==> src/rtl/lps_pkg.sv <==
package lps_pkg;

	localparam logic OP_LOAD    = 1'b0;
	localparam logic OP_ADVANCE = 1'b1;

	localparam int BYTE_IDX_BITS  = 13;
	localparam int BIT_POS_BITS   = 3;
	localparam int PAGE_DIM_BITS  = 11;
	localparam int LIN_BITS       = 22;
	localparam int CMP_MIN_BITS   = 12;

	typedef struct packed {
		logic last_pixel;
		logic no_line;
	} lps_flags_t;

endpackage

==> src/rtl/lps_cmd_if.sv <==
interface lps_cmd_if #(
	parameter int COORD_BITS = 12
);
	logic                         valid;
	logic                         ready;
	logic                         opcode;
	logic signed [COORD_BITS-1:0] start_x;
	logic signed [COORD_BITS-1:0] start_y;
	logic signed [COORD_BITS-1:0] finish_x;
	logic signed [COORD_BITS-1:0] finish_y;

	modport source (
		output valid, opcode, start_x, start_y, finish_x, finish_y,
		input  ready
	);

	modport sink (
		input  valid, opcode, start_x, start_y, finish_x, finish_y,
		output ready
	);
endinterface

==> src/rtl/lps_pix_if.sv <==
interface lps_pix_if #(
	parameter int COORD_BITS = 12
);
	logic                         valid;
	logic                         ready;
	logic signed [COORD_BITS-1:0] pixel_x;
	logic signed [COORD_BITS-1:0] pixel_y;
	logic                         visible;
	logic [12:0]                  byte_index;
	logic [2:0]                   bit_position;
	logic                         last_pixel;
	logic                         no_line;

	modport source (
		output valid, pixel_x, pixel_y, visible, byte_index, bit_position,
		       last_pixel, no_line,
		input  ready
	);

	modport sink (
		input  valid, pixel_x, pixel_y, visible, byte_index, bit_position,
		       last_pixel, no_line,
		output ready
	);
endinterface

==> src/rtl/lps_step.sv <==
module lps_step
	import lps_pkg::*;
#(
	parameter int COORD_BITS = 12
) (
	input  logic                         clk,
	input  logic                         arst_n,
	lps_cmd_if.sink                      cmd,
	input  logic                         s2_ready,
	output logic                         v_s2,
	output logic signed [COORD_BITS-1:0] x_s2,
	output logic signed [COORD_BITS-1:0] y_s2,
	output lps_flags_t                   flags_s2
);
	localparam int N = COORD_BITS;

	logic                v_s1;
	logic                op_s1;
	logic signed [N-1:0] sx_s1, sy_s1, fx_s1, fy_s1;

	logic signed [N-1:0] cur_x_q, cur_y_q, tgt_x_q, tgt_y_q;
	logic [N:0]          dx_q, dy_q;
	logic signed [N+1:0] err_q;
	logic                x_down_q, y_down_q, active_q;

	logic                s2_free, move_s1;
	logic signed [N:0]   dxd, dyd;
	logic [N:0]          dx_ld, dy_ld;
	logic signed [N+1:0] err_ld;
	logic signed [N+2:0] e2, err_w, dx_e, dy_e;
	logic                step_x, step_y;
	logic signed [N-1:0] nx, ny, tx, ty;
	logic [N:0]          ndx, ndy;
	logic signed [N+1:0] nerr;
	logic                nxd, nyd, last, idle_adv;

	assign s2_free   = !v_s2 || s2_ready;
	assign move_s1   = v_s1 && s2_free;
	assign cmd.ready = !v_s1 || s2_free;

	always_ff @(posedge clk or negedge arst_n) begin
		if (!arst_n) begin
			v_s1 <= 1'b0;
		end else if (cmd.ready) begin
			v_s1 <= cmd.valid;
		end
	end

	always_ff @(posedge clk) begin
		if (cmd.valid && cmd.ready) begin
			op_s1 <= cmd.opcode;
			sx_s1 <= cmd.start_x;
			sy_s1 <= cmd.start_y;
			fx_s1 <= cmd.finish_x;
			fy_s1 <= cmd.finish_y;
		end
	end

	assign dxd    = (N+1)'(fx_s1) - (N+1)'(sx_s1);
	assign dyd    = (N+1)'(fy_s1) - (N+1)'(sy_s1);
	assign dx_ld  = dxd[N] ? (N+1)'(-dxd) : (N+1)'(dxd);
	assign dy_ld  = dyd[N] ? (N+1)'(-dyd) : (N+1)'(dyd);
	assign err_ld = $signed({1'b0, dx_ld}) - $signed({1'b0, dy_ld});

	assign e2     = $signed({err_q, 1'b0});
	assign dx_e   = $signed({2'b00, dx_q});
	assign dy_e   = $signed({2'b00, dy_q});
	assign step_x = e2 > -dy_e;
	assign step_y = e2 < dx_e;
	assign err_w  = (N+3)'(err_q) - (step_x ? dy_e : '0) + (step_y ? dx_e : '0);

	assign idle_adv = (op_s1 == OP_ADVANCE) && !active_q;

	always_comb begin
		tx   = tgt_x_q;
		ty   = tgt_y_q;
		ndx  = dx_q;
		ndy  = dy_q;
		nxd  = x_down_q;
		nyd  = y_down_q;
		nerr = err_q;
		nx   = cur_x_q;
		ny   = cur_y_q;
		case (op_s1)
			OP_LOAD: begin
				nx   = sx_s1;
				ny   = sy_s1;
				tx   = fx_s1;
				ty   = fy_s1;
				ndx  = dx_ld;
				ndy  = dy_ld;
				nxd  = !(sx_s1 < fx_s1);
				nyd  = !(sy_s1 < fy_s1);
				nerr = err_ld;
			end
			OP_ADVANCE: begin
				if (active_q) begin
					nerr = err_w[N+1:0];
					if (step_x) begin
						nx = x_down_q ? cur_x_q - N'(1) : cur_x_q + N'(1);
					end
					if (step_y) begin
						ny = y_down_q ? cur_y_q - N'(1) : cur_y_q + N'(1);
					end
				end
			end
			default: begin
			end
		endcase
	end

	assign last = (nx == tx) && (ny == ty);

	always_ff @(posedge clk or negedge arst_n) begin
		if (!arst_n) begin
			cur_x_q  <= '0;
			cur_y_q  <= '0;
			tgt_x_q  <= '0;
			tgt_y_q  <= '0;
			dx_q     <= '0;
			dy_q     <= '0;
			err_q    <= '0;
			x_down_q <= 1'b0;
			y_down_q <= 1'b0;
			active_q <= 1'b0;
		end else if (move_s1 && !idle_adv) begin
			cur_x_q  <= nx;
			cur_y_q  <= ny;
			tgt_x_q  <= tx;
			tgt_y_q  <= ty;
			dx_q     <= ndx;
			dy_q     <= ndy;
			err_q    <= nerr;
			x_down_q <= nxd;
			y_down_q <= nyd;
			active_q <= !last;
		end
	end

	always_ff @(posedge clk or negedge arst_n) begin
		if (!arst_n) begin
			v_s2 <= 1'b0;
		end else if (s2_free) begin
			v_s2 <= v_s1;
		end
	end

	always_ff @(posedge clk) begin
		if (move_s1) begin
			x_s2                <= idle_adv ? '0 : nx;
			y_s2                <= idle_adv ? '0 : ny;
			flags_s2.last_pixel <= !idle_adv && last;
			flags_s2.no_line    <= idle_adv;
		end
	end

	a_last_ends_line: assert property (@(posedge clk) disable iff (!arst_n)
		v_s2 && flags_s2.last_pixel |-> !active_q)
		else $error("line still active after its endpoint");

	a_mid_keeps_line: assert property (@(posedge clk) disable iff (!arst_n)
		v_s2 && !flags_s2.last_pixel && !flags_s2.no_line |-> active_q)
		else $error("line dropped before its endpoint");

	a_idle_no_line: assert property (@(posedge clk) disable iff (!arst_n)
		v_s2 && flags_s2.no_line |-> !active_q && !flags_s2.last_pixel)
		else $error("idle beat while a line is active");
endmodule

==> src/rtl/lps_addr.sv <==
module lps_addr
	import lps_pkg::*;
#(
	parameter int COORD_BITS  = 12,
	parameter int PAGE_WIDTH  = 384,
	parameter int PAGE_HEIGHT = 96
) (
	input  logic                         clk,
	input  logic                         arst_n,
	input  logic                         v_s2,
	input  logic signed [COORD_BITS-1:0] x_s2,
	input  logic signed [COORD_BITS-1:0] y_s2,
	input  lps_flags_t                   flags_s2,
	output logic                         s2_ready,
	lps_pix_if.source                    pix
);
	localparam int N  = COORD_BITS;
	localparam int CW = (N > CMP_MIN_BITS) ? N : CMP_MIN_BITS;

	logic                     v_s3;
	logic [CW-1:0]            xu, yu;
	logic                     vis;
	logic [LIN_BITS-1:0]      lin;
	logic [BYTE_IDX_BITS-1:0] byte_idx;
	logic [BIT_POS_BITS-1:0]  bit_pos;

	assign s2_ready = !v_s3 || pix.ready;

	assign xu  = CW'($unsigned(x_s2));
	assign yu  = CW'($unsigned(y_s2));
	assign vis = !flags_s2.no_line && !x_s2[N-1] && !y_s2[N-1] &&
	             (xu < CW'(PAGE_WIDTH)) && (yu < CW'(PAGE_HEIGHT));
	assign lin = LIN_BITS'(yu[PAGE_DIM_BITS-1:0]) * LIN_BITS'(PAGE_WIDTH) +
	             LIN_BITS'(xu[PAGE_DIM_BITS-1:0]);
	assign byte_idx = vis ? lin[BYTE_IDX_BITS+2:3] : '0;
	assign bit_pos  = vis ? BIT_POS_BITS'(7) - lin[2:0] : '0;

	always_ff @(posedge clk or negedge arst_n) begin
		if (!arst_n) begin
			v_s3 <= 1'b0;
		end else if (s2_ready) begin
			v_s3 <= v_s2;
		end
	end

	always_ff @(posedge clk) begin
		if (v_s2 && s2_ready) begin
			pix.pixel_x      <= x_s2;
			pix.pixel_y      <= y_s2;
			pix.visible      <= vis;
			pix.byte_index   <= byte_idx;
			pix.bit_position <= bit_pos;
			pix.last_pixel   <= flags_s2.last_pixel;
			pix.no_line      <= flags_s2.no_line;
		end
	end

	assign pix.valid = v_s3;

	a_idle_fields_zero: assert property (@(posedge clk) disable iff (!arst_n)
		pix.valid && pix.no_line |-> !pix.visible && !pix.last_pixel &&
		pix.pixel_x == '0 && pix.pixel_y == '0)
		else $error("idle beat carries pixel data");

	a_offpage_addr_zero: assert property (@(posedge clk) disable iff (!arst_n)
		pix.valid && !pix.visible |-> pix.byte_index == '0 && pix.bit_position == '0)
		else $error("address on an off-page pixel");

	a_visible_in_range: assert property (@(posedge clk) disable iff (!arst_n)
		pix.valid && pix.visible |-> !pix.pixel_x[N-1] && !pix.pixel_y[N-1])
		else $error("negative coordinate flagged visible");
endmodule

==> src/rtl/line_pixel_stepper.sv <==
// Line pixel stepper.
// cmd channel (sink): one beat per command. opcode load takes start and finish
// points and yields the start pixel; opcode advance yields the next pixel of
// the active line. An advance with no active line yields a beat with no_line
// set and every other field zero.
// pix channel (source): one beat per command, in command order, with the
// pixel coordinates, the on-page flag, packed byte index and bit position
// (MSB first, row-major, eight pixels per byte) and the endpoint flag.
// Pipeline: three register stages (input register, step register holding the
// line state update, address/output register); a command's beat passes them
// in that order, and pix valid rises when it reaches the address/output stage.
// Throughput: one command per cycle while pix.ready is high; the step update
// is two compares and an add on line state; address map: one constant multiply.
// Reset: clears all valid flags and the line state; no line is active.
// Stall: when pix.ready is low the output holds, the upstream stages fill,
// and cmd.ready drops once all three stages hold a beat.
module line_pixel_stepper
	import lps_pkg::*;
#(
	parameter int COORD_BITS  = 12,
	parameter int PAGE_WIDTH  = 384,
	parameter int PAGE_HEIGHT = 96
) (
	input  logic       clk,
	input  logic       arst_n,
	lps_cmd_if.sink    cmd,
	lps_pix_if.source  pix
);
	logic                         v_s2;
	logic                         s2_ready;
	logic signed [COORD_BITS-1:0] x_s2;
	logic signed [COORD_BITS-1:0] y_s2;
	lps_flags_t                   flags_s2;

	lps_step #(
		.COORD_BITS(COORD_BITS)
	) u_step (
		.clk      (clk),
		.arst_n   (arst_n),
		.cmd      (cmd),
		.s2_ready (s2_ready),
		.v_s2     (v_s2),
		.x_s2     (x_s2),
		.y_s2     (y_s2),
		.flags_s2 (flags_s2)
	);

	lps_addr #(
		.COORD_BITS (COORD_BITS),
		.PAGE_WIDTH (PAGE_WIDTH),
		.PAGE_HEIGHT(PAGE_HEIGHT)
	) u_addr (
		.clk      (clk),
		.arst_n   (arst_n),
		.v_s2     (v_s2),
		.x_s2     (x_s2),
		.y_s2     (y_s2),
		.flags_s2 (flags_s2),
		.s2_ready (s2_ready),
		.pix      (pix)
	);
endmodule

==> src/flat_wrapper.sv <==
// flat-port wrapper written by rule: the top's interface ports become plain ports
module line_pixel_stepper_flat import lps_pkg::*;
#(
	parameter int COORD_BITS  = 12,
	parameter int PAGE_WIDTH  = 384,
	parameter int PAGE_HEIGHT = 96
)
  (clk, arst_n, cmd_valid, cmd_opcode, cmd_start_x, cmd_start_y, cmd_finish_x, cmd_finish_y, cmd_ready, pix_valid, pix_pixel_x, pix_pixel_y, pix_visible, pix_byte_index, pix_bit_position, pix_last_pixel, pix_no_line, pix_ready);
  lps_cmd_if #(.COORD_BITS(COORD_BITS)) cmd_i ();
  lps_pix_if #(.COORD_BITS(COORD_BITS)) pix_i ();
  input  logic clk;
  input  logic arst_n;
  input wire logic [$bits(cmd_i.valid)-1:0] cmd_valid;
  input wire logic [$bits(cmd_i.opcode)-1:0] cmd_opcode;
  input wire logic [$bits(cmd_i.start_x)-1:0] cmd_start_x;
  input wire logic [$bits(cmd_i.start_y)-1:0] cmd_start_y;
  input wire logic [$bits(cmd_i.finish_x)-1:0] cmd_finish_x;
  input wire logic [$bits(cmd_i.finish_y)-1:0] cmd_finish_y;
  output wire logic [$bits(cmd_i.ready)-1:0] cmd_ready;
  output wire logic [$bits(pix_i.valid)-1:0] pix_valid;
  output wire logic [$bits(pix_i.pixel_x)-1:0] pix_pixel_x;
  output wire logic [$bits(pix_i.pixel_y)-1:0] pix_pixel_y;
  output wire logic [$bits(pix_i.visible)-1:0] pix_visible;
  output wire logic [$bits(pix_i.byte_index)-1:0] pix_byte_index;
  output wire logic [$bits(pix_i.bit_position)-1:0] pix_bit_position;
  output wire logic [$bits(pix_i.last_pixel)-1:0] pix_last_pixel;
  output wire logic [$bits(pix_i.no_line)-1:0] pix_no_line;
  input wire logic [$bits(pix_i.ready)-1:0] pix_ready;
  assign cmd_i.valid = cmd_valid;
  assign cmd_i.opcode = cmd_opcode;
  assign cmd_i.start_x = cmd_start_x;
  assign cmd_i.start_y = cmd_start_y;
  assign cmd_i.finish_x = cmd_finish_x;
  assign cmd_i.finish_y = cmd_finish_y;
  assign cmd_ready = cmd_i.ready;
  assign pix_valid = pix_i.valid;
  assign pix_pixel_x = pix_i.pixel_x;
  assign pix_pixel_y = pix_i.pixel_y;
  assign pix_visible = pix_i.visible;
  assign pix_byte_index = pix_i.byte_index;
  assign pix_bit_position = pix_i.bit_position;
  assign pix_last_pixel = pix_i.last_pixel;
  assign pix_no_line = pix_i.no_line;
  assign pix_i.ready = pix_ready;
  line_pixel_stepper #(.COORD_BITS(COORD_BITS), .PAGE_WIDTH(PAGE_WIDTH), .PAGE_HEIGHT(PAGE_HEIGHT)) u_core (.clk(clk), .arst_n(arst_n), .cmd(cmd_i), .pix(pix_i));
endmodule
==> config.mk <==
export PLATFORM = sky130hd
export DESIGN_NAME = line_pixel_stepper_flat
export DESIGN_NICKNAME = d
export VERILOG_FILES = /design/src/rtl/lps_pkg.sv /design/src/rtl/lps_cmd_if.sv /design/src/rtl/lps_pix_if.sv /design/src/rtl/lps_step.sv /design/src/rtl/lps_addr.sv /design/src/rtl/line_pixel_stepper.sv /design/src/flat_wrapper.sv
export SDC_FILE = /design/constraint.sdc
export NUM_CORES = 1
export LEC_CHECK = 0
export ABC_AREA = 1
export CAP_MARGIN = 20
export CORE_ASPECT_RATIO = 0.75
export CORE_MARGIN = 1
export CORE_UTILIZATION = 36
export DETAILED_ROUTE_END_ITERATION = 6
export DONT_BUFFER_PORTS = 1
export PLACE_DENSITY = 0.48
export RECOVER_POWER = 50
export SLEW_MARGIN = 20
export SYNTH_ARGS = -nofsm -noshare
export SYNTH_HDL_FRONTEND = slang
export SYNTH_SLANG_ARGS = --single-unit
==> constraint.sdc <==
create_clock -name clk -period 11.3 [get_ports clk]
set_clock_uncertainty 0.2 [all_clocks]
set_input_delay 1.695 -clock clk [delete_from_list [all_inputs] [get_ports clk]]
set_output_delay 1.695 -clock clk [all_outputs]
set_load 0.05 [all_outputs]
==> Flow_metrics.wiki, run 1 <==
{| class="wikitable"
! Metric !! Value
|-
| Worst path slowest cell || sky130_fd_sc_hd__fa_1
|-
| DP Cell Count || 2,248
|-
| Critical path startpoint || u_core.u_step.dy_q[0]$_DFFE_PN0P_
|-
| Power per cell area || 336 nW/um2
|-
| Die area || 40,600 um2
|-
| Total core area || 38,700 um2
|-
| Worst reg2reg path endpoint || u_core.u_step.err_q[11]$_DFFE_PN0P_
|-
| Final-layout fill cell count || 3,930
|-
| Total Power Consumption || 0.00526 W
|-
| Grt total ovfl || 0
|-
| Yosys reg bits || 212
|-
| Most used cell along the critical path || sky130_fd_sc_hd__nand2_1
|-
| Relative slew slack || -0.513
|-
| Average cell area after synthesis || 8.08 um2
|-
| Area growth syn-to-layout || 9.20%
|-
| Quantity of hold-fixing buffers added after cts || 0
|-
| Total Routing Usage GR || 0.194
|-
| Final Cycle Share || 0.520
|-
| Top_reg_cell synth || sky130_fd_sc_hd__edfxtp_1
|-
| Num rows || 62
|-
| Accumulated negative setup slack || 0 ps
|-
| Antenna violations before repair || 0
|-
| Resize count post-CTS || 0
|-
| Longest Clk Path Bufs || 3
|-
| Setup repair after global routing missed its margin || no
|-
| Total via count in the routed design || 11,300
|-
| Largest vdd supply drop || 121 uV
|-
| Iteration-0 DRC Markers || 729
|-
| Hpwl dp || 28,900 um
|-
| Clock buffers created by TritonCTS || 25
|-
| Static Leak || 7.52 nW
|-
| Starting Density || 0.370
|-
| Cell area after synthesis || 14,300 um2
|-
| Worst-margin pin slew || 2270 ps
|-
| Setup Viol. Count Final || 0
|-
| Die Y || 175 um
|-
| Slew Limit Fails || 77
|-
| FF-to-FF path depth || 37
|-
| Sort of element at the start of the critical path || flop
|-
| Minimum setup slack among reg-to-reg paths || 5430 ps
|-
| DR pass1 iterations || 5
|-
| Outcome || complete, but fails checks
|-
| Vias in the first global route || 10,800
|-
| Worst setup timing slack at the placement stage || 5460 ps
|-
| Start of the worst register-to-register path || u_core.u_step.dy_q[0]$_DFFE_PN0P_
|-
| Post CTS Setup Buffer Count || 0
|-
| First-pass GRT wire length || 61,100 um
|-
| Number of failing hold endpoints at the final stage || 0
|-
| Number of input and output port buffers inserted || 0
|-
| Post-layout instance count excluding filler cells || 2,295
|-
| Worst min-delay path class || flop to flop
|-
| Cell variety after synth || 57
|-
| Yosys Warn Count || 0
|-
| Die boundary width || 232 um
|-
| Post-layout utilization of the core || 0.404
|-
| Min setup slack post-route || 5430 ps
|-
| Post-detailed-route count of antenna-violating nets || 0
|-
| Routed WL per cell || 16.9 um
|-
| Number of top-level pins || 98
|-
| Placer Congestion || 0.924
|-
| Post-Syn Nets || 1,958
|-
| Async set-reset flop share out of synthesis || 0.443
|-
| Data required time of the worst path || 11,490 ps
|-
| Max-cap violations || 2
|-
| Leading cell types in the layout, fill and taps excluded || 458 x sky130_fd_sc_hd__nand2_1, 264 x sky130_fd_sc_hd__inv_1, 137 x sky130_fd_sc_hd__o21ai_0, 120 x sky130_fd_sc_hd__nor2_1, 118 x sky130_fd_sc_hd__edfxtp_1
|-
| CP peak stage delay || 510 ps
|-
| Worst-path clk slew || 60 ps
|-
| Arrival time at the worst endpoint || 6070 ps
|-
| Synthesized instance count || 1,771
|-
| Critical path endpoint category || flop
|-
| Final layout net count || 1,951
|-
| Failing checks || max-capacitance violations, max-slew violations
|-
| Portion of the post-synthesis area used by sequential elements || 0.412
|-
| Overall routed net length || 38,700 um
|-
| Crit path capture || u_core.u_step.err_q[11]$_DFFE_PN0P_
|-
| Commonest non-fill, non-tap cell in the layout || sky130_fd_sc_hd__nand2_1
|-
| Critical path peak fanout || 14
|-
| Buffer type at the clock tree root || sky130_fd_sc_hd__clkbuf_16
|-
| Clock insertion delay at the later pin of the skew report || 550 ps
|-
| TritonCTS clock tree || done
|-
| Post-DR vias/cell || 4.91
|-
| Number of clock sinks seen by CTS || 212
|-
| Pin count of the biggest net entering global routing || 95
|-
| Fraction of final layout cells sized beyond drive strength 1 || 0.0499
|-
| Category of the critical setup timing path || flop to flop
|-
| Min Tclk post-route || 5870 ps
|-
| Detailed-route DRC error count || 0
|-
| Number of levels the H-tree was split into || 1
|-
| Highest attainable clock frequency || 170 MHz
|-
| Number of synthesized flops with an enable pin || 118
|}
## worst min path at each step
stage	start	cells after the start	end
after global routing	u_core.u_step.flags_s2[1]$_DFFE_PP_	0	u_core.u_addr.pix.last_pixel$_DFFE_PP_
after CTS	u_core.u_step.flags_s2[1]$_DFFE_PP_	0	u_core.u_addr.pix.last_pixel$_DFFE_PP_
after global placement	u_core.u_step.flags_s2[1]$_DFFE_PP_	0	u_core.u_addr.pix.last_pixel$_DFFE_PP_
after floorplan	u_core.u_step.flags_s2[1]$_DFFE_PP_	0	u_core.u_addr.pix.last_pixel$_DFFE_PP_
final	u_core.u_step.flags_s2[1]$_DFFE_PP_	0	u_core.u_addr.pix.last_pixel$_DFFE_PP_
after detailed placement	u_core.u_step.flags_s2[1]$_DFFE_PP_	0	u_core.u_addr.pix.last_pixel$_DFFE_PP_
## critical path: cells and delay by family, from the launching register on
| kind | cells | cell delay, ps |
|---|---|---|
| and+or+nand+nor | 23 | 2300 |
| adders and majority gates | 4 | 1380 |
| AOI/OAI and AO/OA | 7 | 1150 |
| DFF | 1 | 380 |
| buffers and inverters | 2 | 170 |
| xor gates and xnor gates | 1 | 160 |
## flip-flops by register name, summed over array words and instances (netlist names), 3 cells and up
| signal | flops |
|---|---|
| u_core.u_addr.pix.pixel_x | 12 |
| u_core.u_step.tgt_x_q | 12 |
| u_core.u_step.y_s2 | 12 |
| u_core.u_addr.pix.pixel_y | 12 |
| u_core.u_step.tgt_y_q | 12 |
| u_core.u_step.fx_s1 | 12 |
| u_core.u_step.dx_q | 13 |
| u_core.u_addr.pix.byte_index | 13 |
| u_core.u_step.sx_s1 | 12 |
| u_core.u_step.err_q | 14 |
| u_core.u_addr.pix.bit_position | 3 |
| u_core.u_step.dy_q | 13 |
| u_core.u_step.cur_x_q | 12 |
| u_core.u_step.sy_s1 | 12 |
| u_core.u_step.fy_s1 | 12 |
| u_core.u_step.x_s2 | 12 |
| u_core.u_step.cur_y_q | 12 |
## cells in the mapped netlist, drive strengths merged, types with 2 or more instances
cell type	number	share of area
o21a	2	0.0010
o21bai	4	0.0021
dfrtp	94	0.16
clkbuf	32	0.0084
inv	267	0.070
a21oi	99	0.036
ha	114	0.10
nand3	110	0.042
nand2	469	0.12
nand4	13	0.0061
o211ai	2	0.0010
clkinv	3	0.00079
and2	2	0.00087
nor2	127	0.035
fa	20	0.028
nor4	2	0.0013
a31oi	3	0.0013
a211oi	2	0.0010
xnor2	17	0.010
nand3b	3	0.0016
buf	12	0.0045
xor2	63	0.039
a21boi	3	0.0016
or2	9	0.0039
o21ai	148	0.053
edfxtp	118	0.25
a21o	5	0.0026
nor3	14	0.0056
o2111ai	2	0.0012
o22ai	3	0.0013
## report_power, final
| part | switching (W) | leakage [nW] | internal (W) | total [W] |
|---|---|---|---|---|
| combinational | 0.00190 | 4.85 | 0.00109 | 0.00299 |
| clock | 0.000344 | 0.370 | 0.000455 | 0.000799 |
| sequential | 0.000351 | 2.30 | 0.00112 | 0.00147 |
## logic make-up (layout without fill, tap and decap cells)
family,count (synthesis),count (layout),synth area share
and+or+nand+nor,752,752,0.223
buffers and inverters,314,325,0.0837
AOI/OAI and AO/OA,278,278,0.105
DFF,212,212,0.412
adders and majority gates,134,134,0.128
xor gates and xnor gates,80,80,0.0490
muxes,1,1,0.000699
other,0,1,0
## layout make-up
class                   count  area, um2  share of cell area
diodes                      1       2.50            0.000160
inverters                 270       1010              0.0648
clock inverters            12        124             0.00793
well taps                 512        641              0.0410
multi-input cells        1245       7230               0.462
flip-flops and latches    212       5900               0.377
clock buffers              33        656              0.0419
repair buffers             10       71.3             0.00456
## routing by layer
| metal | track usage | routed length [um] | vias to the layer above |
|---|---|---|---|
| met5 | 0 | 0 | - |
| met4 | 0.0392 | 711 | 0 |
| met2 | 0.289 | 16100 | 241 |
| met1 | 0.293 | 19900 | 5247 |
| met3 | 0.0307 | 1950 | 40 |
| li1 | - | - | 5740 |
## metrics by stage
step,cell area (um2),hold slack (ps)
after CTS,15600,250
after detailed placement,14900,234
after floorplan,14300,200
after global placement,14900,226
final,15600,243
after global routing,15600,263
No activity file was read; power rests on OpenSTA's default activity.
==> run 2: changes to the inputs <==
--- a/config.mk
+++ b/config.mk
@@ -5,14 +5,14 @@
 export SDC_FILE = /design/constraint.sdc
 export NUM_CORES = 1
 export LEC_CHECK = 0
-export ABC_AREA = 1
+export ABC_AREA = 0
 export CAP_MARGIN = 20
 export CORE_ASPECT_RATIO = 0.75
 export CORE_MARGIN = 1
 export CORE_UTILIZATION = 36
 export DETAILED_ROUTE_END_ITERATION = 6
 export DONT_BUFFER_PORTS = 1
-export PLACE_DENSITY = 0.48
+export PLACE_DENSITY = 0.5
 export RECOVER_POWER = 50
 export SLEW_MARGIN = 20
 export SYNTH_ARGS = -nofsm -noshare
==> constraint.sdc (replaced) <==
create_clock -name clk -period 4.9 [get_ports clk]
set_clock_uncertainty 0.2 [all_clocks]
set_input_delay 0.735 -clock clk [delete_from_list [all_inputs] [get_ports clk]]
set_output_delay 0.735 -clock clk [all_outputs]
set_load 0.05 [all_outputs]
==> run 2 against run 1 <==
Global-route usage increased by 2.5 points; final cell count decreased by 2.3%; combinational power increased to 3.1 times the previous value; first-iteration DRC count increased by 11%; largest cell class unchanged; area after synthesis decreased by 2.0%; total power increased to 2.7 times the previous value; die area decreased by 2.0%; sequential share of layout area decreased by 4.7 points; register-to-register slack got worse by 6300 ps; core utilization increased by 6.3 points; largest power group unchanged; the run ends with max-capacitance violations, max-slew violations, negative setup slack left.
==> Flow_metrics.wiki, run 2 <==
{| class="wikitable"
! Metric !! Value
|-
| Area growth syn-to-layout || 27.5%
|-
| Adder and majority gate portion of the synthesized area || 0.130 (+0.00266)
|-
| Worst-path clk slew || 70 ps (about the same)
|-
| Start of the worst register-to-register path || u_core.u_step.dy_q[3]$_DFFE_PN0P_
|-
| Total Power Consumption || 0.0143 W (+170%)
|-
| Total via count in the routed design || 11,500 (+2.2%)
|-
| Sw power || 0.00626 W (+140%)
|-
| Synth Area in Simple Gates || 0.147 (-0.0756)
|-
| Count of buffering cells on the critical path with inverters included || 2 (unchanged)
|-
| Detailed-route DRC error count || 0 (unchanged)
|-
| Worst min-delay path class || primary input to flop
|-
| Cells taking the most area after synthesis || sky130_fd_sc_hd__edfxtp_1 25%, sky130_fd_sc_hd__dfrtp_1 17%, sky130_fd_sc_hd__ha_1 10%, sky130_fd_sc_hd__nand2_1 4.7%, sky130_fd_sc_hd__xnor2_1 4.7%
|-
| Post-synthesis mux area share || 0.0305 (+0.0298)
|-
| Worst Hold Margin || 52.8 ps (-191 ps)
|-
| Summed area of non-filler cells in the final layout || 17,900 um2 (+14%)
|-
| Clock Power Share || 0.135 (-0.017)
|-
| Yosys reg bits || 212 (unchanged)
|-
| Storage element area || 5900 um2 (unchanged)
|-
| Cell area after synthesis || 14,000 um2 (-2.0%)
|-
| Buffer type at the clock tree root || sky130_fd_sc_hd__clkbuf_16
|-
| Largest vdd supply drop || 415 uV (+240%)
|-
| Number of clock sinks seen by CTS || 212 (unchanged)
|-
| Post-DR vias/cell || 5.13 (+4.6%)
|-
| Number of failing hold endpoints at the final stage || 0 (unchanged)
|-
| CP peak stage delay || 580 ps (+70 ps)
|-
| Clock insertion delay at the later pin of the skew report || 570 ps (+20 ps)
|-
| Number of synthesized flops with an enable pin || 118 (unchanged)
|-
| Cell variety after synth || 76 (+33%)
|-
| Relative slew slack || -0.839 (-0.326)
|-
| Number of top-level pins || 98 (unchanged)
|-
| Worst-margin pin slew || 2760 ps (+489 ps)
|-
| Worst path slowest cell || sky130_fd_sc_hd__fa_1
|-
| Compound-cell area share of the yosys netlist || 0.141 (+0.0361)
|-
| Area of the multi-input gates || 7850 um2 (+8.6%)
|-
| DP Cell Count || 2,177 (-3.2%)
|-
| Fraction of final layout cells sized beyond drive strength 1 || 0.246 (+0.196)
|-
| Vias in the first global route || 11,400 (+5.3%)
|-
| Setup repair after global routing missed its margin || yes
|-
| Post-detailed-route count of antenna-violating nets || 0 (unchanged)
|-
| Number of levels the H-tree was split into || 1 (unchanged)
|-
| Min Tclk post-route || 5820 ps (-59.4 ps)
|-
| Longest Clk Path Bufs || 3 (unchanged)
|-
| Grt total ovfl || 0 (unchanged)
|-
| Die Y || 173 um (-1.0%)
|-
| Most used cell along the critical path || sky130_fd_sc_hd__a21oi_2
|-
| Worst setup timing slack at the placement stage || -1130 ps (-6590 ps)
|-
| Portion of the post-synthesis area used by sequential elements || 0.420 (+0.00860)
|-
| Num rows || 62 (unchanged)
|-
| Post-Syn Nets || 1,625 (-17%)
|-
| Synthesized instance count || 1,438 (-19%)
|-
| Largest family of logic cells by synthesized area || simple AND/OR/NAND/NOR gates
|-
| Final-layout fill cell count || 3,669 (-6.6%)
|-
| Overall routed net length || 43,600 um (+13%)
|-
| Highest attainable clock frequency || 172 MHz (+1.0%)
|-
| Cell accounting for the most synthesized area || sky130_fd_sc_hd__edfxtp_1
|-
| Arrival time at the worst endpoint || 6050 ps (-20 ps)
|-
| DR pass1 iterations || 5 (unchanged)
|-
| Placed instance area || 16,600 um2 (+12%)
|-
| Static Leak || 8.02 nW (+6.7%)
|-
| Total Routing Usage GR || 0.219 (+0.0255)
|-
| Destination of the worst hold path || u_core.u_step.fy_s1[0]$_DFFE_PP_
|-
| Leading cell types in the layout, fill and taps excluded || 281 x sky130_fd_sc_hd__buf_4, 173 x sky130_fd_sc_hd__nand2_1, 119 x sky130_fd_sc_hd__inv_1, 118 x sky130_fd_sc_hd__edfxtp_1, 108 x sky130_fd_sc_hd__ha_1
|-
| Setup Viol. Count Final || 8 (+8)
|-
| Slew Limit Fails || 139 (+81%)
|-
| Portion of total power attributed to combinational logic || 0.651 (+0.082)
|-
| Outcome || complete, but fails checks
|-
| Power per cell area || 799 nW/um2 (+140%)
|-
| Async set-reset flop share out of synthesis || 0.443 (unchanged)
|-
| Largest reg by FF count || u_core.u_step.err_q
|-
| Antenna violations before repair || 2 (+2)
|-
| Top_reg_cell synth || sky130_fd_sc_hd__edfxtp_1
|-
| Worst hold start || cmd_finish_y[0]
|-
| Commonest non-fill, non-tap cell in the layout || sky130_fd_sc_hd__buf_4
|-
| Number of input and output port buffers inserted || 0 (unchanged)
|-
| Sort of element at the start of the critical path || flop
|-
| Iteration-0 DRC Markers || 807 (+11%)
|-
| Worst reg2reg path endpoint || u_core.u_step.err_q[13]$_DFFE_PN0P_
|-
| Max-cap violations || 2 (unchanged)
|-
| Worst Hold Path Cells || 0 (unchanged)
|-
| Starting Density || 0.366 (-0.00390)
|-
| Hpwl dp || 33,300 um (+15%)
|-
| Category of the critical setup timing path || flop to flop
|-
| Worst path top cell family by delay || compound AO/OA/AOI/OAI gates
|-
| Internal portion of total power || 0.00802 W (+200%)
|-
| Final layout net count || 1,897 (-2.8%)
|-
| Post-layout instance count excluding filler cells || 2,243 (-2.3%)
|-
| Number of flip-flops in the largest register || 14 (unchanged)
|-
| Critical path endpoint category || flop
|-
| Minimum setup slack among reg-to-reg paths || -920 ps (-6340 ps)
|-
| Min setup slack post-route || -915 ps (-6340 ps)
|-
| Routed WL per cell || 19.4 um (+15%)
|-
| Die boundary width || 230 um (-1.0%)
|-
| Data required time of the worst path || 5130 ps (-6360 ps)
|-
| Yosys top cell area share || 0.253 (+0.00517)
|-
| Sequential power share || 0.213 (-0.066)
|-
| Critical path peak fanout || 3 (-11)
|-
| Pin count of the biggest net entering global routing || 95 (unchanged)
|-
| Total core area || 38,300 um2 (-1.0%)
|-
| Final Cycle Share || 1.19 (+0.667)
|-
| Average cell area after synthesis || 9.75 um2 (+21%)
|-
| Placer Congestion || 0.918 (-0.70%)
|-
| Failing checks || max-capacitance violations, max-slew violations, negative setup slack
|-
| Die area || 39,700 um2 (-2.0%)
|-
| FF-to-FF path depth || 29 (-22%)
|-
| Most instantiated cells after synthesis || 176 x sky130_fd_sc_hd__nand2_1, 120 x sky130_fd_sc_hd__inv_1, 118 x sky130_fd_sc_hd__edfxtp_1
|-
| TritonCTS clock tree || done
|-
| First-pass GRT wire length || 67,300 um (+10%)
|-
| Yosys Warn Count || 0 (unchanged)
|-
| Switching share of power || 0.438 (-0.0556)
|-
| Xor/xnor share of the synthesized area || 0.0862 (+0.0373)
|-
| Clock buffers created by TritonCTS || 26 (+4.0%)
|-
| Cell with the most instances after synthesis || sky130_fd_sc_hd__nand2_1
|}
==> run 2: changes by cell type after synthesis, moves of 32 or more <==
cell / before / now
sky130_fd_sc_hd__xnor2_1: 17 / 75
sky130_fd_sc_hd__o21ai_0: 137 / 81
sky130_fd_sc_hd__nor2_1: 123 / 77
sky130_fd_sc_hd__nand3_1: 102 / 21
sky130_fd_sc_hd__inv_1: 265 / 120
sky130_fd_sc_hd__o22ai_1: 3 / 35
sky130_fd_sc_hd__nand2_1: 458 / 176
==> run 2: per-stage QoR <==
step | setup TNS [ps] | util
6_report | -3800 | 0.467
2_1_floorplan | -1780 | -
3_3_place_gp | -5970 | 0.434
4_1_cts | -4710 | 0.463
3_5_place_dp | -6680 | 0.434
5_1_grt | -6490 | 0.466
==> run 2: area by class of cell <==
class / instances / share of cell area
Multi-Input combinational cell: 1061 / 0.439
Sequential cell: 212 / 0.330
Clock buffer: 29 / 0.0388
Timing Repair Buffer: 289 / 0.123
Clock inverter: 18 / 0.00833
Antenna cell: 2 / 0.000280
Tap cell: 512 / 0.0358
Inverter: 120 / 0.0252
==> run 2: layer usage <==
metal | GRT usage | part of all wire
met1 | 0.341 | 0.51
met2 | 0.308 | 0.40
met3 | 0.0427 | 0.066
met4 | 0.0538 | 0.025
met5 | 0 | 0
==> run 2: repair_timing <==
| item | 4_1_cts | 5_1_grt |
|---|---|---|
| hold buffers | 2 | 0 |
| pin swaps | 30 | 28 |
| endpoints found under the setup margin | 12 | 14 |
| endpoints found under the hold margin | 94 | 0 |
| gates resized for setup | 31 | 44 |
| buffers inserted | 16 | 7 |
==> run 2: worst max path at each step <==
stage                                       from                             endpoint  cells after the start
2_1_floorplan  u_core.u_step.dy_q[3]$_DFFE_PN0P_  u_core.u_step.err_q[13]$_DFFE_PN0P_                     29
3_3_place_gp   u_core.u_step.dy_q[3]$_DFFE_PN0P_  u_core.u_step.err_q[13]$_DFFE_PN0P_                     29
3_5_place_dp   u_core.u_step.dy_q[3]$_DFFE_PN0P_  u_core.u_step.err_q[13]$_DFFE_PN0P_                     29
4_1_cts        u_core.u_step.dy_q[2]$_DFFE_PN0P_  u_core.u_step.err_q[13]$_DFFE_PN0P_                     28
5_1_grt        u_core.u_step.dy_q[3]$_DFFE_PN0P_  u_core.u_step.err_q[13]$_DFFE_PN0P_                     29
6_report       u_core.u_step.dy_q[3]$_DFFE_PN0P_  u_core.u_step.err_q[13]$_DFFE_PN0P_                     29
==> run 2: logic make-up (layout without fill, tap and decap cells) <==
kind of cell / Yosys count / after routing
AND/OR/NAND/NOR: 434 / 434
XOR/XNOR: 138 / 138
multiplexers: 41 / 41
AO/OA/AOI/OAI: 314 / 314
adder cells (fa/ha/maj): 134 / 134
other: 0 / 2
buffers and inverters: 165 / 456
flip-flops: 212 / 212
==> run 2: power by group through the flow <==
stage | Clock (W) | Sequential, W | Combinational (W)
floorplan | 0 | 0.00295 | 0.00535
global placement | 0 | 0.00306 | 0.00830
detailed placement | 0 | 0.00307 | 0.00837
CTS | 0.00198 | 0.00304 | 0.00900
global route | 0.00203 | 0.00311 | 0.0103
finish | 0.00193 | 0.00305 | 0.00931
==> run 2: worst reg2reg max path, delay by kind of cell (launching register included) <==
family | cells | cell delay (ps)
compound gates | 11 | 1860
simple gates | 10 | 1280
fa+ha+maj | 3 | 1210
mux | 1 | 310
flops | 1 | 390
xor+xnor | 2 | 230
buf+inv | 2 | 220
==> run 3: changes to the inputs <==
--- a/config.mk
+++ b/config.mk
@@ -5,14 +5,14 @@
 export SDC_FILE = /design/constraint.sdc
 export NUM_CORES = 1
 export LEC_CHECK = 0
-export ABC_AREA = 0
+export ABC_AREA = 1
 export CAP_MARGIN = 20
 export CORE_ASPECT_RATIO = 0.75
 export CORE_MARGIN = 1
-export CORE_UTILIZATION = 36
+export CORE_UTILIZATION = 45
 export DETAILED_ROUTE_END_ITERATION = 6
 export DONT_BUFFER_PORTS = 1
-export PLACE_DENSITY = 0.5
+export PLACE_DENSITY = 0.6
 export RECOVER_POWER = 50
 export SLEW_MARGIN = 20
 export SYNTH_ARGS = -nofsm -noshare
==> run 3 against run 2 <==
Design area decreased by 7.6%; sequential share of layout area rose by 2.7 points; wire length shrank 13%; non-clock buffer count is 190 lower; the flow still finishes with violations (max-capacitance violations, max-slew violations, negative setup slack); via count is 1.5% higher; die area is 18% lower.
==> Flow_metrics.wiki, run 3 (same netlist as run 1, synthesis figures left out) <==
{| class="wikitable"
! Metric !! Value
|-
| Total core area || 31,300 um2 (-18%)
|-
| Die area || 32,500 um2 (-18%)
|-
| Post-DR vias/cell || 5.13 (about the same)
|-
| Placer Congestion || 0.975 (+6.2%)
|-
| Final Cycle Share || 1.05 (-0.135)
|-
| Number of top-level pins || 98 (unchanged)
|-
| DR pass1 iterations || 6 (+1)
|-
| Leading cell types in the layout, fill and taps excluded || 454 x sky130_fd_sc_hd__nand2_1, 257 x sky130_fd_sc_hd__inv_1, 130 x sky130_fd_sc_hd__o21ai_0, 118 x sky130_fd_sc_hd__edfxtp_1, 110 x sky130_fd_sc_hd__nor2_1
|-
| Commonest non-fill, non-tap cell in the layout || sky130_fd_sc_hd__nand2_1
|-
| Pin count of the biggest net entering global routing || 95 (unchanged)
|-
| Category of the critical setup timing path || flop to flop
|-
| Num rows || 56 (-9.7%)
|-
| Worst hold start || cmd_start_y[9]
|-
| Arrival time at the worst endpoint || 5410 ps (-640 ps)
|-
| Post-detailed-route count of antenna-violating nets || 0 (unchanged)
|-
| Worst path slowest cell || sky130_fd_sc_hd__fa_1
|-
| Number of levels the H-tree was split into || 1 (unchanged)
|-
| Grt total ovfl || 0 (unchanged)
|-
| Setup repair after global routing missed its margin || yes
|-
| Minimum setup slack among reg-to-reg paths || -250 ps (+660 ps)
|-
| Most used cell along the critical path || sky130_fd_sc_hd__nand2_1
|-
| Overall routed net length || 37,800 um (-13%)
|-
| Sort of element at the start of the critical path || flop
|-
| Highest attainable clock frequency || 194 MHz (+13%)
|-
| Min Tclk post-route || 5150 ps (-662 ps)
|-
| Die Y || 156 um (-9.5%)
|-
| Worst-path clk slew || 70 ps (about the same)
|-
| Vias in the first global route || 11,100 (-2.5%)
|-
| Relative slew slack || -0.776 (+0.0625)
|-
| Clock insertion delay at the later pin of the skew report || 540 ps (-30 ps)
|-
| Die boundary width || 208 um (-9.5%)
|-
| Number of clock sinks seen by CTS || 212 (unchanged)
|-
| Met3 demand-to-capacity share in global routing || 0.0482 (+0.00545)
|-
| Area growth syn-to-layout || 15.4%
|-
| Antenna violations before repair || 0 (-2)
|-
| Worst min-delay path class || primary input to flop
|-
| Starting Density || 0.458 (+0.0922)
|-
| Slew Limit Fails || 139 (unchanged)
|-
| TritonCTS clock tree || done
|-
| Failing checks || max-capacitance violations, max-slew violations, negative setup slack
|-
| Data required time of the worst path || 5150 ps (+20 ps)
|-
| Destination of the worst hold path || u_core.u_step.sy_s1[9]$_DFFE_PP_
|-
| Fraction of final layout cells sized beyond drive strength 1 || 0.126 (-0.120)
|-
| Worst-margin pin slew || 2660 ps (-93.8 ps)
|-
| Critical path endpoint category || flop
|-
| Accumulated negative setup slack || -1740 ps (+2060 ps)
|-
| Number of failing hold endpoints at the final stage || 0 (unchanged)
|-
| CP peak stage delay || 560 ps (-20 ps)
|-
| Setup Viol. Count Final || 9 (+1)
|-
| Worst setup timing slack at the placement stage || -410 ps (+722 ps)
|-
| Min setup slack post-route || -253 ps (+662 ps)
|-
| Met1 Usage GRT || 0.353 (+0.0121)
|-
| Start of the worst register-to-register path || u_core.u_step.dy_q[1]$_DFFE_PN0P_
|-
| Largest reg by FF count || u_core.u_step.err_q
|-
| Max-cap violations || 2 (unchanged)
|-
| FF-to-FF path depth || 36 (+24%)
|-
| Total via count in the routed design || 11,700 (+1.5%)
|-
| Final layout net count || 2,040 (+7.5%)
|-
| Hpwl dp || 28,000 um (-16%)
|-
| Grt peak-use layer || met1
|-
| Buffer type at the clock tree root || sky130_fd_sc_hd__clkbuf_16
|-
| Iteration-0 DRC Markers || 987 (+22%)
|-
| First-pass GRT wire length || 60,200 um (-11%)
|-
| Critical path peak fanout || 5 (+2)
|-
| Detailed-route DRC error count || 0 (unchanged)
|-
| Worst Hold Path Cells || 0 (unchanged)
|-
| Worst reg2reg path endpoint || u_core.u_step.err_q[7]$_DFFE_PN0P_
|-
| Number of input and output port buffers inserted || 0 (unchanged)
|-
| Longest Clk Path Bufs || 3 (unchanged)
|-
| Met2 Track Usage GR || 0.342 (+0.0339)
|-
| Post-layout utilization of the core || 0.529 (+0.0620)
|-
| Routed WL per cell || 16.6 um (-15%)
|-
| Clock buffers created by TritonCTS || 25 (-3.8%)
|-
| Antenna diode instance count || 0 (-2)
|-
| Outcome || complete, but fails checks
|-
| Total Routing Usage GR || 0.235 (+0.0154)
|-
| Number of flip-flops in the largest register || 14 (unchanged)
|}
[run 3: changes by cell type in the layout (fill, tap and decap cells not counted), sizes merged, moves of 32 or more]
| cell | before | now |
|---|---|---|
| nor2 | 77 | 127 |
| o22ai | 35 | 3 |
| nand2 | 176 | 469 |
| nand3 | 22 | 110 |
| xnor2 | 75 | 17 |
| o21ai | 93 | 148 |
| inv | 123 | 267 |
| buf | 286 | 96 |
[run 3: worst max-delay path, delay by kind of cell (launching register included)]
family / cells / cell delay (ps)
compound gates: 6 / 770
xor+xnor: 1 / 130
fa+ha+maj: 4 / 1210
buf+inv: 8 / 910
flops: 1 / 420
simple gates: 17 / 1430
[run 3: metrics by stage]
stage          cell area [um2]  instances  hold slack (ps)
2_1_floorplan            14300       1771              200
3_3_place_gp             15200       2204              221
3_5_place_dp             15200       2204              217
4_1_cts                  16300       2267             67.4
5_1_grt                  16500       2277             67.2
6_report                 16500       2277             86.3
[run 3: worst max-delay path by stage]
stage | end | startpoint | cells after the start
after global routing | u_core.u_step.err_q[11]$_DFFE_PN0P_ | u_core.u_step.dy_q[1]$_DFFE_PN0P_ | 38
after detailed placement | u_core.u_step.err_q[11]$_DFFE_PN0P_ | u_core.u_step.dy_q[1]$_DFFE_PN0P_ | 37
after CTS | u_core.u_step.err_q[11]$_DFFE_PN0P_ | u_core.u_step.dy_q[1]$_DFFE_PN0P_ | 37
after global placement | u_core.u_step.err_q[11]$_DFFE_PN0P_ | u_core.u_step.dy_q[0]$_DFFE_PN0P_ | 37
final | u_core.u_step.err_q[7]$_DFFE_PN0P_ | u_core.u_step.dy_q[1]$_DFFE_PN0P_ | 36
after floorplan | u_core.u_step.err_q[10]$_DFFE_PN0P_ | u_core.u_step.dy_q[0]$_DFFE_PN0P_ | 38
[run 3: timing repair]
item,4_1_cts,5_1_grt
pin swaps,21,45
hold endpoints to repair,94,0
gates resized for setup,20,46
hold buffers,2,0
setup endpoints to repair,8,11
setup buffers,16,10
[run 3: routing by layer]
layer	part of all wire	routed length (um)
met5	0	0
met3	0.063	2390
met1	0.51	19300
met4	0.022	828
met2	0.40	15300
[run 3: layout make-up]
class,count,area [um2]
fill,2887,14700
inverter,270,1010
multi-input combinational,1245,7500
clock buffer,29,641
sequential,212,5900
clock inverter,16,215
tap,406,508
timing repair buffer,99,747
Power of run 3 is not shown: default switching activity piles up to over one toggle a cycle in this logic, so the estimate is an artifact.
